`src/sv/assert_macros.svh`:
```
// Assertion macros included by the controller RTL
`ifndef ASSERT_MACROS_SVH
`define ASSERT_MACROS_SVH

// Implication checked at every rising clock edge outside reset
`define ASSERT_IMPLIES(label, ante, cons, msg) \
  label: assert property (@(posedge clk) disable iff (rst) (ante) |-> (cons)) \
    else $error(msg);

// Plain invariant checked at every rising clock edge outside reset
`define ASSERT_ALWAYS(label, expr, msg) \
  label: assert property (@(posedge clk) disable iff (rst) (expr)) \
    else $error(msg);

`endif

```
`src/sv/bvlsc_pkg.sv`:
```
// Types and constants for the ball valve limit switch controller
package bvlsc_pkg;

  localparam int TIME_WIDTH_DEF = 32;
  localparam int CFG_IDX_W      = 1;
  localparam int CFG_DATA_W     = 32;
  localparam int WINDOW_W       = 32;
  localparam int PCT_W          = 7;

  localparam logic [PCT_W-1:0] PCT_FULL = 7'd100;
  localparam logic [PCT_W-1:0] PCT_SHUT = 7'd0;

  localparam logic [CFG_IDX_W-1:0] CFG_OPEN_SWITCH_ABSENT = 1'b0;
  localparam logic [CFG_IDX_W-1:0] CFG_TRANSIT_TIMEOUT    = 1'b1;

  typedef enum logic [1:0] {
    CMD_TICK    = 2'd0,
    CMD_OPEN    = 2'd1,
    CMD_CLOSE   = 2'd2,
    CMD_PERCENT = 2'd3
  } cmd_t;

  typedef enum logic [1:0] {
    ACT_NONE  = 2'd0,
    ACT_DRIVE = 2'd1,
    ACT_IDLE  = 2'd2
  } act_t;

  typedef enum logic [2:0] {
    ST_UNKNOWN  = 3'd0,
    ST_OPENING  = 3'd1,
    ST_OPENED   = 3'd2,
    ST_CLOSING  = 3'd3,
    ST_CLOSED   = 3'd4,
    ST_FLOATING = 3'd5,
    ST_FAULTED  = 3'd6
  } valve_t;

endpackage

```
`src/sv/ball_valve_limit_switch_controller.sv`:
```
// Ball valve controller: command register, state update and result register
//
//  channel  | handshake              | payload
//  ---------+------------------------+----------------------------------------
//  command  | cmd_valid / cmd_stall  | command, now_ms, bypass_window_in, ...
//  result   | res_valid / res_stall  | servo_action, servo_percent, status
//  config   | cfg_write              | cfg_index, cfg_data
//
// One transaction a cycle while the result side does not stall; a command passes
// through the command register, then the result register and valve state.
// The state update is one pass of logic with two time subtract-compares.
// cmd_stall rises only while the result register is full and stalled.
// Synchronous reset clears the valve state and both configuration registers.
module ball_valve_limit_switch_controller
  import bvlsc_pkg::*;
#(
  parameter int TIME_WIDTH = TIME_WIDTH_DEF
) (
  input  logic                  clk,
  input  logic                  rst,
  input  logic                  cfg_write,
  input  logic [CFG_IDX_W-1:0]  cfg_index,
  input  logic [CFG_DATA_W-1:0] cfg_data,
  input  logic                  cmd_valid,
  output logic                  cmd_stall,
  input  logic [1:0]            command,
  input  logic [TIME_WIDTH-1:0] now_ms,
  input  logic [WINDOW_W-1:0]   bypass_window_in,
  input  logic [7:0]            target_percent,
  input  logic                  open_switch,
  input  logic                  close_switch,
  output logic                  res_valid,
  input  logic                  res_stall,
  output logic [1:0]            servo_action,
  output logic [PCT_W-1:0]      servo_percent,
  output logic [2:0]            valve_state,
  output logic                  travelling,
  output logic                  open_limit_flag,
  output logic                  shut_limit_flag,
  output logic                  fault_both,
  output logic [PCT_W-1:0]      commanded_percent,
  output logic [TIME_WIDTH-1:0] movement_end_ms
);

`include "assert_macros.svh"

  localparam int CMP_W = (TIME_WIDTH > WINDOW_W) ? TIME_WIDTH : WINDOW_W;

  // configuration
  logic                open_switch_absent;
  logic [WINDOW_W-1:0] transit_timeout_ms;

  // command register
  logic                  held;
  cmd_t                  cmd_q;
  logic [TIME_WIDTH-1:0] now_q;
  logic [WINDOW_W-1:0]   bypass_q;
  logic [7:0]            pct_q;
  logic                  osw_q;
  logic                  csw_q;

  // valve state, which is also the status half of the result register
  valve_t                valve_mode, valve_mode_next;
  logic                  moving_flag, moving_flag_next;
  logic                  open_seen, open_seen_next;
  logic                  closed_seen, closed_seen_next;
  logic                  both_fault, both_fault_next;
  logic [PCT_W-1:0]      set_percent, set_percent_next;
  logic [TIME_WIDTH-1:0] move_start_ms, move_start_ms_next;
  logic [TIME_WIDTH-1:0] move_end_ms, move_end_ms_next;
  logic [WINDOW_W-1:0]   bypass_window, bypass_window_next;

  // action half of the result register
  act_t             act, act_next;
  logic [PCT_W-1:0] act_pct, act_pct_next;

  logic out_free;
  logic advance;

  logic                  open_active;
  logic                  shut_active;
  logic                  both_hit;
  logic [TIME_WIDTH-1:0] elapsed;
  logic                  timed_out;
  logic                  window_gone;
  logic                  arrived;
  logic                  redundant_open;
  logic                  redundant_close;
  logic [PCT_W-1:0]      pct_clamped;
  logic                  in_motion_mode;

  assign out_free  = !res_valid || !res_stall;
  assign advance   = held && out_free;
  assign cmd_stall = held && !out_free;

  always_ff @(posedge clk) begin
    if (rst) begin
      open_switch_absent <= 1'b0;
      transit_timeout_ms <= '0;
    end else if (cfg_write) begin
      case (cfg_index)
        CFG_OPEN_SWITCH_ABSENT: open_switch_absent <= cfg_data[0];
        CFG_TRANSIT_TIMEOUT:    transit_timeout_ms <= cfg_data[WINDOW_W-1:0];
        default: ;
      endcase
    end
  end

  always_ff @(posedge clk) begin
    if (rst) begin
      held <= 1'b0;
    end else if (cmd_valid && !cmd_stall) begin
      held <= 1'b1;
    end else if (advance) begin
      held <= 1'b0;
    end
  end

  always_ff @(posedge clk) begin
    if (cmd_valid && !cmd_stall) begin
      cmd_q    <= cmd_t'(command);
      now_q    <= now_ms;
      bypass_q <= bypass_window_in;
      pct_q    <= target_percent;
      osw_q    <= open_switch;
      csw_q    <= close_switch;
    end
  end

  // shared conditions
  assign open_active = !open_switch_absent && osw_q;
  assign shut_active = csw_q;
  assign both_hit    = open_active && shut_active;
  assign elapsed     = now_q - move_start_ms;
  assign timed_out   = CMP_W'(elapsed) >= CMP_W'(transit_timeout_ms);
  assign window_gone = CMP_W'(elapsed) >= CMP_W'(bypass_window);
  assign arrived     = (valve_mode == ST_OPENING) ? open_active : shut_active;
  assign pct_clamped = (pct_q > 8'd100) ? PCT_FULL : pct_q[PCT_W-1:0];

  assign redundant_open  = (bypass_q == '0) && (valve_mode inside {ST_OPENED, ST_OPENING});
  assign redundant_close = (bypass_q == '0) && (valve_mode inside {ST_CLOSED, ST_CLOSING});
  assign in_motion_mode  = valve_mode inside {ST_OPENING, ST_CLOSING, ST_FLOATING};

  // next valve state
  always_comb begin
    valve_mode_next    = valve_mode;
    moving_flag_next   = moving_flag;
    open_seen_next     = open_seen;
    closed_seen_next   = closed_seen;
    both_fault_next    = both_fault;
    set_percent_next   = set_percent;
    move_start_ms_next = move_start_ms;
    move_end_ms_next   = move_end_ms;
    bypass_window_next = bypass_window;
    case (cmd_q)
      CMD_TICK: begin
        open_seen_next   = open_active;
        closed_seen_next = shut_active;
        both_fault_next  = both_hit;
        if (both_hit) begin
          moving_flag_next = 1'b0;
          valve_mode_next  = ST_FAULTED;
        end else begin
          case (valve_mode)
            ST_OPENING, ST_CLOSING: begin
              if (arrived) begin
                valve_mode_next  = (valve_mode == ST_OPENING) ? ST_OPENED : ST_CLOSED;
                moving_flag_next = 1'b0;
                move_end_ms_next = now_q;
              end else if (timed_out && window_gone) begin
                valve_mode_next  = ST_FAULTED;
                moving_flag_next = 1'b0;
                move_end_ms_next = now_q;
              end
            end
            ST_OPENED: begin
              if (!open_active) valve_mode_next = ST_FLOATING;
            end
            ST_CLOSED: begin
              if (!shut_active) valve_mode_next = ST_FLOATING;
            end
            ST_FLOATING: begin
              if (open_active) begin
                valve_mode_next  = ST_OPENED;
                moving_flag_next = 1'b0;
              end else if (shut_active) begin
                valve_mode_next  = ST_CLOSED;
                moving_flag_next = 1'b0;
              end else if (moving_flag && timed_out) begin
                moving_flag_next = 1'b0;
              end
            end
            default: begin
              // unknown or faulted: adopt whichever limit is showing
              if (open_active) valve_mode_next = ST_OPENED;
              else if (shut_active) valve_mode_next = ST_CLOSED;
            end
          endcase
        end
      end
      CMD_OPEN: begin
        if (open_switch_absent) begin
          // no open switch: behave as a full-travel percent move
          bypass_window_next = '0;
          set_percent_next   = PCT_FULL;
          valve_mode_next    = ST_FLOATING;
          moving_flag_next   = 1'b1;
          move_start_ms_next = now_q;
        end else begin
          bypass_window_next = bypass_q;
          set_percent_next   = PCT_FULL;
          if (!redundant_open) begin
            valve_mode_next    = ST_OPENING;
            moving_flag_next   = 1'b1;
            move_start_ms_next = now_q;
          end
        end
      end
      CMD_CLOSE: begin
        bypass_window_next = bypass_q;
        set_percent_next   = PCT_SHUT;
        if (!redundant_close) begin
          valve_mode_next    = ST_CLOSING;
          moving_flag_next   = 1'b1;
          move_start_ms_next = now_q;
        end
      end
      default: begin
        bypass_window_next = '0;
        set_percent_next   = pct_clamped;
        valve_mode_next    = ST_FLOATING;
        moving_flag_next   = 1'b1;
        move_start_ms_next = now_q;
      end
    endcase
  end

  // servo action
  always_comb begin
    act_next     = ACT_NONE;
    act_pct_next = '0;
    case (cmd_q)
      CMD_TICK: begin
        if (both_hit) begin
          act_next = ACT_IDLE;
        end else begin
          case (valve_mode)
            ST_OPENING, ST_CLOSING: begin
              if (arrived || (timed_out && window_gone)) act_next = ACT_IDLE;
            end
            ST_FLOATING: begin
              if (open_active || shut_active || (moving_flag && timed_out)) begin
                act_next = ACT_IDLE;
              end
            end
            default: ;
          endcase
        end
      end
      CMD_OPEN: begin
        if (open_switch_absent || !redundant_open) begin
          act_next     = ACT_DRIVE;
          act_pct_next = PCT_FULL;
        end
      end
      CMD_CLOSE: begin
        if (!redundant_close) begin
          act_next     = ACT_DRIVE;
          act_pct_next = PCT_SHUT;
        end
      end
      default: begin
        act_next     = ACT_DRIVE;
        act_pct_next = pct_clamped;
      end
    endcase
  end

  always_ff @(posedge clk) begin
    if (rst) begin
      res_valid     <= 1'b0;
      act           <= ACT_NONE;
      act_pct       <= '0;
      valve_mode    <= ST_UNKNOWN;
      moving_flag   <= 1'b0;
      open_seen     <= 1'b0;
      closed_seen   <= 1'b0;
      both_fault    <= 1'b0;
      set_percent   <= '0;
      move_start_ms <= '0;
      move_end_ms   <= '0;
      bypass_window <= '0;
    end else begin
      if (advance) begin
        res_valid     <= 1'b1;
        act           <= act_next;
        act_pct       <= act_pct_next;
        valve_mode    <= valve_mode_next;
        moving_flag   <= moving_flag_next;
        open_seen     <= open_seen_next;
        closed_seen   <= closed_seen_next;
        both_fault    <= both_fault_next;
        set_percent   <= set_percent_next;
        move_start_ms <= move_start_ms_next;
        move_end_ms   <= move_end_ms_next;
        bypass_window <= bypass_window_next;
      end else if (out_free) begin
        res_valid <= 1'b0;
      end
    end
  end

  assign servo_action      = act;
  assign servo_percent     = act_pct;
  assign valve_state       = valve_mode;
  assign travelling        = moving_flag;
  assign open_limit_flag   = open_seen;
  assign shut_limit_flag   = closed_seen;
  assign fault_both        = both_fault;
  assign commanded_percent = set_percent;
  assign movement_end_ms   = move_end_ms;

  `ASSERT_IMPLIES(a_drive_moves, res_valid && act == ACT_DRIVE, moving_flag, "drive at rest")
  `ASSERT_IMPLIES(a_idle_stops, res_valid && act == ACT_IDLE, !moving_flag, "idle while moving")
  `ASSERT_IMPLIES(a_moving_mode, moving_flag, in_motion_mode, "transition flag in a resting mode")
  `ASSERT_ALWAYS(a_stall_cause, !cmd_stall || (res_valid && res_stall), "stall without result stall")

endmodule

```
`config.mk`:
```
export PLATFORM = sky130hd
export DESIGN_NAME = ball_valve_limit_switch_controller
export DESIGN_NICKNAME = d
export VERILOG_FILES = /design/src/sv/bvlsc_pkg.sv /design/src/sv/ball_valve_limit_switch_controller.sv
export VERILOG_INCLUDE_DIRS = /design/src /design/src/sv
export SDC_FILE = /design/constraint.sdc
export NUM_CORES = 1
export LEC_CHECK = 0
export BUFFER_PORTS_ARGS = -buffer_cell sky130_fd_sc_hd__buf_2
export CAP_MARGIN = 20
export CORE_ASPECT_RATIO = 1.75
export CORE_MARGIN = 10
export CORE_UTILIZATION = 40
export CTS_CLUSTER_DIAMETER = 80
export CTS_CLUSTER_SIZE = 14
export DETAILED_ROUTE_END_ITERATION = 10
export SLEW_MARGIN = 5
export SYNTH_ARGS = -nofsm -noshare
export SYNTH_HDL_FRONTEND = slang
export SYNTH_SLANG_ARGS = --single-unit
```
`constraint.sdc`:
```
create_clock -name clk -period 4.6 [get_ports clk]
set_input_delay 0.92 -clock clk [delete_from_list [all_inputs] [get_ports clk]]
set_output_delay 0.92 -clock clk [all_outputs]
set_load 0.1 [all_outputs]
```
==> results.md <==
- The final routed wirelength across all metal layers is 30,500 um.
- The area of the core is roughly 29,000 um^2.
- The highest clock rate is around 0.21 GHz.
- The total area of multi-input combinational cells is 5890 um^2.
- The number of nets in the synthesized netlist is 1,473.
- Yosys mapped the design onto between 70 and 80 distinct sky130hd cell types.
- The sequential area share after synthesis is 0.457.
- The number of flops mapped to enable cells by yosys is 76.
- The number of hold violations in the final report came to 0.
- The number of antenna violations at the first check in global routing is 0.
- For this configuration, the core starts out at a cell density of 0.403.
- By area the synthesized netlist is led by sky130_fd_sc_hd__dfxtp_1 26%, sky130_fd_sc_hd__edfxtp_1 19%, sky130_fd_sc_hd__ha_1 11%.
- The synthesized netlist occupies a cell area of roughly 12,000 um^2.
- The power density over cell area is about 340 nW/um^2.
- In the post-synthesis netlist, the cell with the most instances is sky130_fd_sc_hd__nand2_1.
- The number of clock buffers added by TritonCTS is 20.
- The leftover overflow at the end of global routing is 0.
- Between clock sinks in the finished design, the worst skew comes to between 10 and 15 ps.
- The detailed-router iteration count before antenna repair is 5.
- The number of clock sinks is 230.
- For the pin with the worst max-slew slack, the measured transition is 1030 ps.
- Synthesis inferred 230 register bits.
- The data required time at the worst endpoint is 5000 ps.
- The detailed router's first-iteration violation count is 444.
- The tree is rooted in a sky130_fd_sc_hd__clkbuf_16.
- The horizontal extent of the die is roughly 150 um.
- The utilization after layout is 0.489.
- Counting instances in the post-synthesis netlist gives the leading cell types as 177 x sky130_fd_sc_hd__nand2_1, 154 x sky130_fd_sc_hd__dfxtp_1, 142 x sky130_fd_sc_hd__a21oi_1, 106 x sky130_fd_sc_hd__inv_1, 99 x sky130_fd_sc_hd__ha_1.
- The I/O pin count is 171.
- Registers take 5370 um^2.
- Counting flops with an async set or reset pin after synthesis yields a share of 0.
- The area of the die is roughly 37,000 um^2.
- The row count is 83.
- Subtracting the final worst setup slack from the clock period gives 4850 ps.
- For this run, the number of Yosys warnings is 0.
- The post-detailed-route DRC marker count is 0.
- The kind of critical path is reg2reg.
- The maximum number of pins on one net before global-route repair is 77.
- The share of final-layout standard cells stronger than drive strength 1 is 0.215.
- The signed area change from the synthesized netlist to the final layout is 21.3%.
- The wire-length estimate of the detail-placed layout is 22,900 um.
- Summed over all cells, the static leakage comes to 5.89 nW.
- The detail route stage leaves a number of antenna-violating nets equal to 0.
- The cell count after synthesis is 1,259.
- Of the total power, the share spent switching nets is 0.287.
- In this run the mean area of a mapped cell was 9.33 um^2.
- The internal power summed over all cells is around 3.5 mW.
- The clock share of power is 0.326.
- The share of synthesized area in the top cell type comes to 0.262.
- No sink is reached through more buffers than the 3 on the longest clock path.
- The fill cell instance count of the final layout is 2,805.
- In this run the number of H-tree levels came out at 1.
- The later pin in the worst-skew pair is clocked with a latency of 520 ps.
- The total net switching power is 1.41 mW.
- At the worst endpoint, the arrival time is 5250 ps.
- The count of max-cap constraint violations is 0.
- The congestion estimate from routability-driven global placement came to about 0.85.
- STA classifies the critical path endpoint as a register.
- The global-route usage over all layers is 0.161.
- Along the worst path, the maximum fanout reaches 8.
- The number of slew-limit violations in the final report is 0.
- Setup violations remaining at the end of the flow were counted as 37.
- The remaining max-slew budget at the tightest pin is 0.314.
- In the synthesized netlist the dominant register cell turns out to be sky130_fd_sc_hd__dfxtp_1.
- At the end of the flow, the number of nets in the layout was about 1,700.
- The via-per-instance ratio is just under 5.
- Measured along the y axis, the die boundary spans between 200 and 250 um.
- Hold repair after CTS inserted 0 buffers.
- The number of antenna diodes in the final layout is 0.
- The wire length of the first global-routing pass is about 48,000 um.
- The top cell type by total area after synthesis is sky130_fd_sc_hd__dfxtp_1.
- The via count of the first global-routing pass is 9,636.
- The clock slew seen by the registers of the worst setup and hold paths is 70 ps.
- The flow ran to the end, but the final reports show violations.
- The worst register-to-register path has a setup slack of -250 ps.
- The sequential group share of total power is 0.456.
- The final reports fail on setup timing.
- The count of buffers inserted at the top-level ports is 170.
- The via total after detailed routing is around 9,300.
- Overall power consumption after layout is estimated at 4.92 mW.
- In the post-route analysis, the smallest setup slack over all paths is -249 ps.
- In the final routed layout, each cell accounts on average for 16.3 um.
- TritonCTS built the clock tree.
- Setup repair after global routing could not meet its margin everywhere.
- The type of the tightest min-delay check is reg2reg.
- The worst vdd rail ir drop is between 0.0003 and 0.0004 V.
- The worst setup path is launched from a register.
- The share of the clock period used by the worst path after layout is 1.05.
- The proportion of power drawn by combinational gates is 0.218.
through the flow:
| stage | instance area [um^2] | hold slack, ps | TNS, ps | std cells | worst slack, ps |
|---|---|---|---|---|---|
| 3_5_place_dp | 13400 | 440 | -13260 | 1834 | -402 |
| 3_3_place_gp | 13400 | 436 | -10560 | 1834 | -311 |
| 6_report | 14300 | 449 | -7950 | 1876 | -249 |
| 4_1_cts | 14200 | 449 | -6950 | 1873 | -230 |
| 2_1_floorplan | 11800 | 436 | 0 | 1259 | 8.45 |
| 5_1_grt | 14300 | 469 | -17460 | 1876 | -510 |
layout make-up:
| class | count | share of cell area |
|---|---|---|
| clock buffer | 35 | 0.0405 |
| timing repair buffer | 253 | 0.108 |
| tap | 382 | 0.0335 |
| multi-input combinational | 869 | 0.413 |
| clock inverter | 1 | 0.000614 |
| inverter | 106 | 0.0279 |
| sequential | 230 | 0.376 |
logic make-up (layout without fill, tap and decap cells):
logic type / after synthesis / count (layout) / synth area share
AO/OA/AOI/OAI: 284 / 284 / 0.156
multiplexers: 36 / 36 / 0.0308
adder cells (fa/ha/maj): 100 / 100 / 0.107
buffers and inverters: 160 / 395 / 0.0579
flip-flops: 230 / 230 / 0.457
AND/OR/NAND/NOR: 421 / 421 / 0.171
XOR/XNOR: 28 / 28 / 0.0209
worst paths after layout:
path / from / to / depth (start not counted)
worst max-delay path: now_q[0] / movement_end_ms[19] / 23
worst min-delay path: servo_percent[4] / servo_percent[4] / 2
worst max register to register: now_q[0] / movement_end_ms[19] / 23
worst min register to register: servo_percent[4] / servo_percent[4] / 2
cells in the final DEF, fill, tap and decap left out, drive strengths merged, types with 3 or more instances in the layout:
| master | instances |
|---|---|
| buf | 252 |
| nand2 | 177 |
| dfxtp | 154 |
| a21oi | 142 |
| inv | 107 |
| ha | 99 |
| nor2 | 82 |
| edfxtp | 76 |
| nand2b | 73 |
| clkbuf | 36 |
| mux2i | 35 |
| a22oi | 33 |
| a21o | 29 |
| o21ai | 27 |
| nand3 | 20 |
| xnor2 | 18 |
| nor2b | 15 |
| nand4 | 14 |
| xor2 | 10 |
| nor4 | 10 |
| a211oi | 8 |
| and2 | 6 |
| a31oi | 6 |
| and3 | 5 |
| a311oi | 5 |
| nor3 | 4 |
| o21a | 4 |
| and4 | 3 |
| a21boi | 3 |
| o311ai | 3 |
| a2111oi | 3 |
| or3 | 3 |
| o31ai | 3 |
metal layers:
metal  global-route usage  routed length, um  up-vias
met2                0.292              15800      193
met4               0.0440                521        0
met3               0.0353               1780       25
met5                    0                  0        -
li1                     -                  -     4790
met1                0.183              12400     4315
power by group through the flow:
stage               Combinational (mW)  Sequential, mW  Clock [mW]
floorplan                        0.624            2.33           0
global placement                  1.01            2.28           0
detailed placement                1.02            2.29           0
CTS                               1.06            2.24        1.66
global route                      1.20            2.25        1.72
finish                            1.07            2.24        1.60
critical path, cell delays in order (launching register included):
cell	delay, ps
sky130_fd_sc_hd__edfxtp_1	390
sky130_fd_sc_hd__inv_1	70
sky130_fd_sc_hd__ha_2	170
sky130_fd_sc_hd__inv_2	40
sky130_fd_sc_hd__fa_2	330
sky130_fd_sc_hd__a21o_1	190
sky130_fd_sc_hd__nand3_2	80
sky130_fd_sc_hd__a21o_1	180
sky130_fd_sc_hd__a31oi_4	120
sky130_fd_sc_hd__a2111oi_4	350
sky130_fd_sc_hd__a221o_2	250
sky130_fd_sc_hd__a31oi_4	120
sky130_fd_sc_hd__nor4bb_1	300
sky130_fd_sc_hd__a211o_1	190
sky130_fd_sc_hd__ha_1	200
sky130_fd_sc_hd__nand4_4	110
sky130_fd_sc_hd__or3_4	350
sky130_fd_sc_hd__nor2_1	140
sky130_fd_sc_hd__o31ai_2	110
sky130_fd_sc_hd__a22oi_4	240
sky130_fd_sc_hd__nor2_2	70
sky130_fd_sc_hd__o32a_4	410
sky130_fd_sc_hd__clkbuf_16	200
sky130_fd_sc_hd__mux2i_1	110
state kept, by name, indices dropped and copies added, names as in the netlist, 3 cells and up:
name                count
bypass_window          32
pct_q                   8
transit_timeout_ms     32
servo_percent           7
bypass_q               32
move_start_ms          32
valve_state             3
now_q                  32
movement_end_ms        32
commanded_percent       7
what timing repair did:
action	4_1_cts	5_1_grt
setup buffers	3	2
gates cloned	1	1
pin swaps	4	1
gates resized for setup	20	8
endpoints found under the setup margin	37	37
No activity file was read; power rests on OpenSTA's default activity.
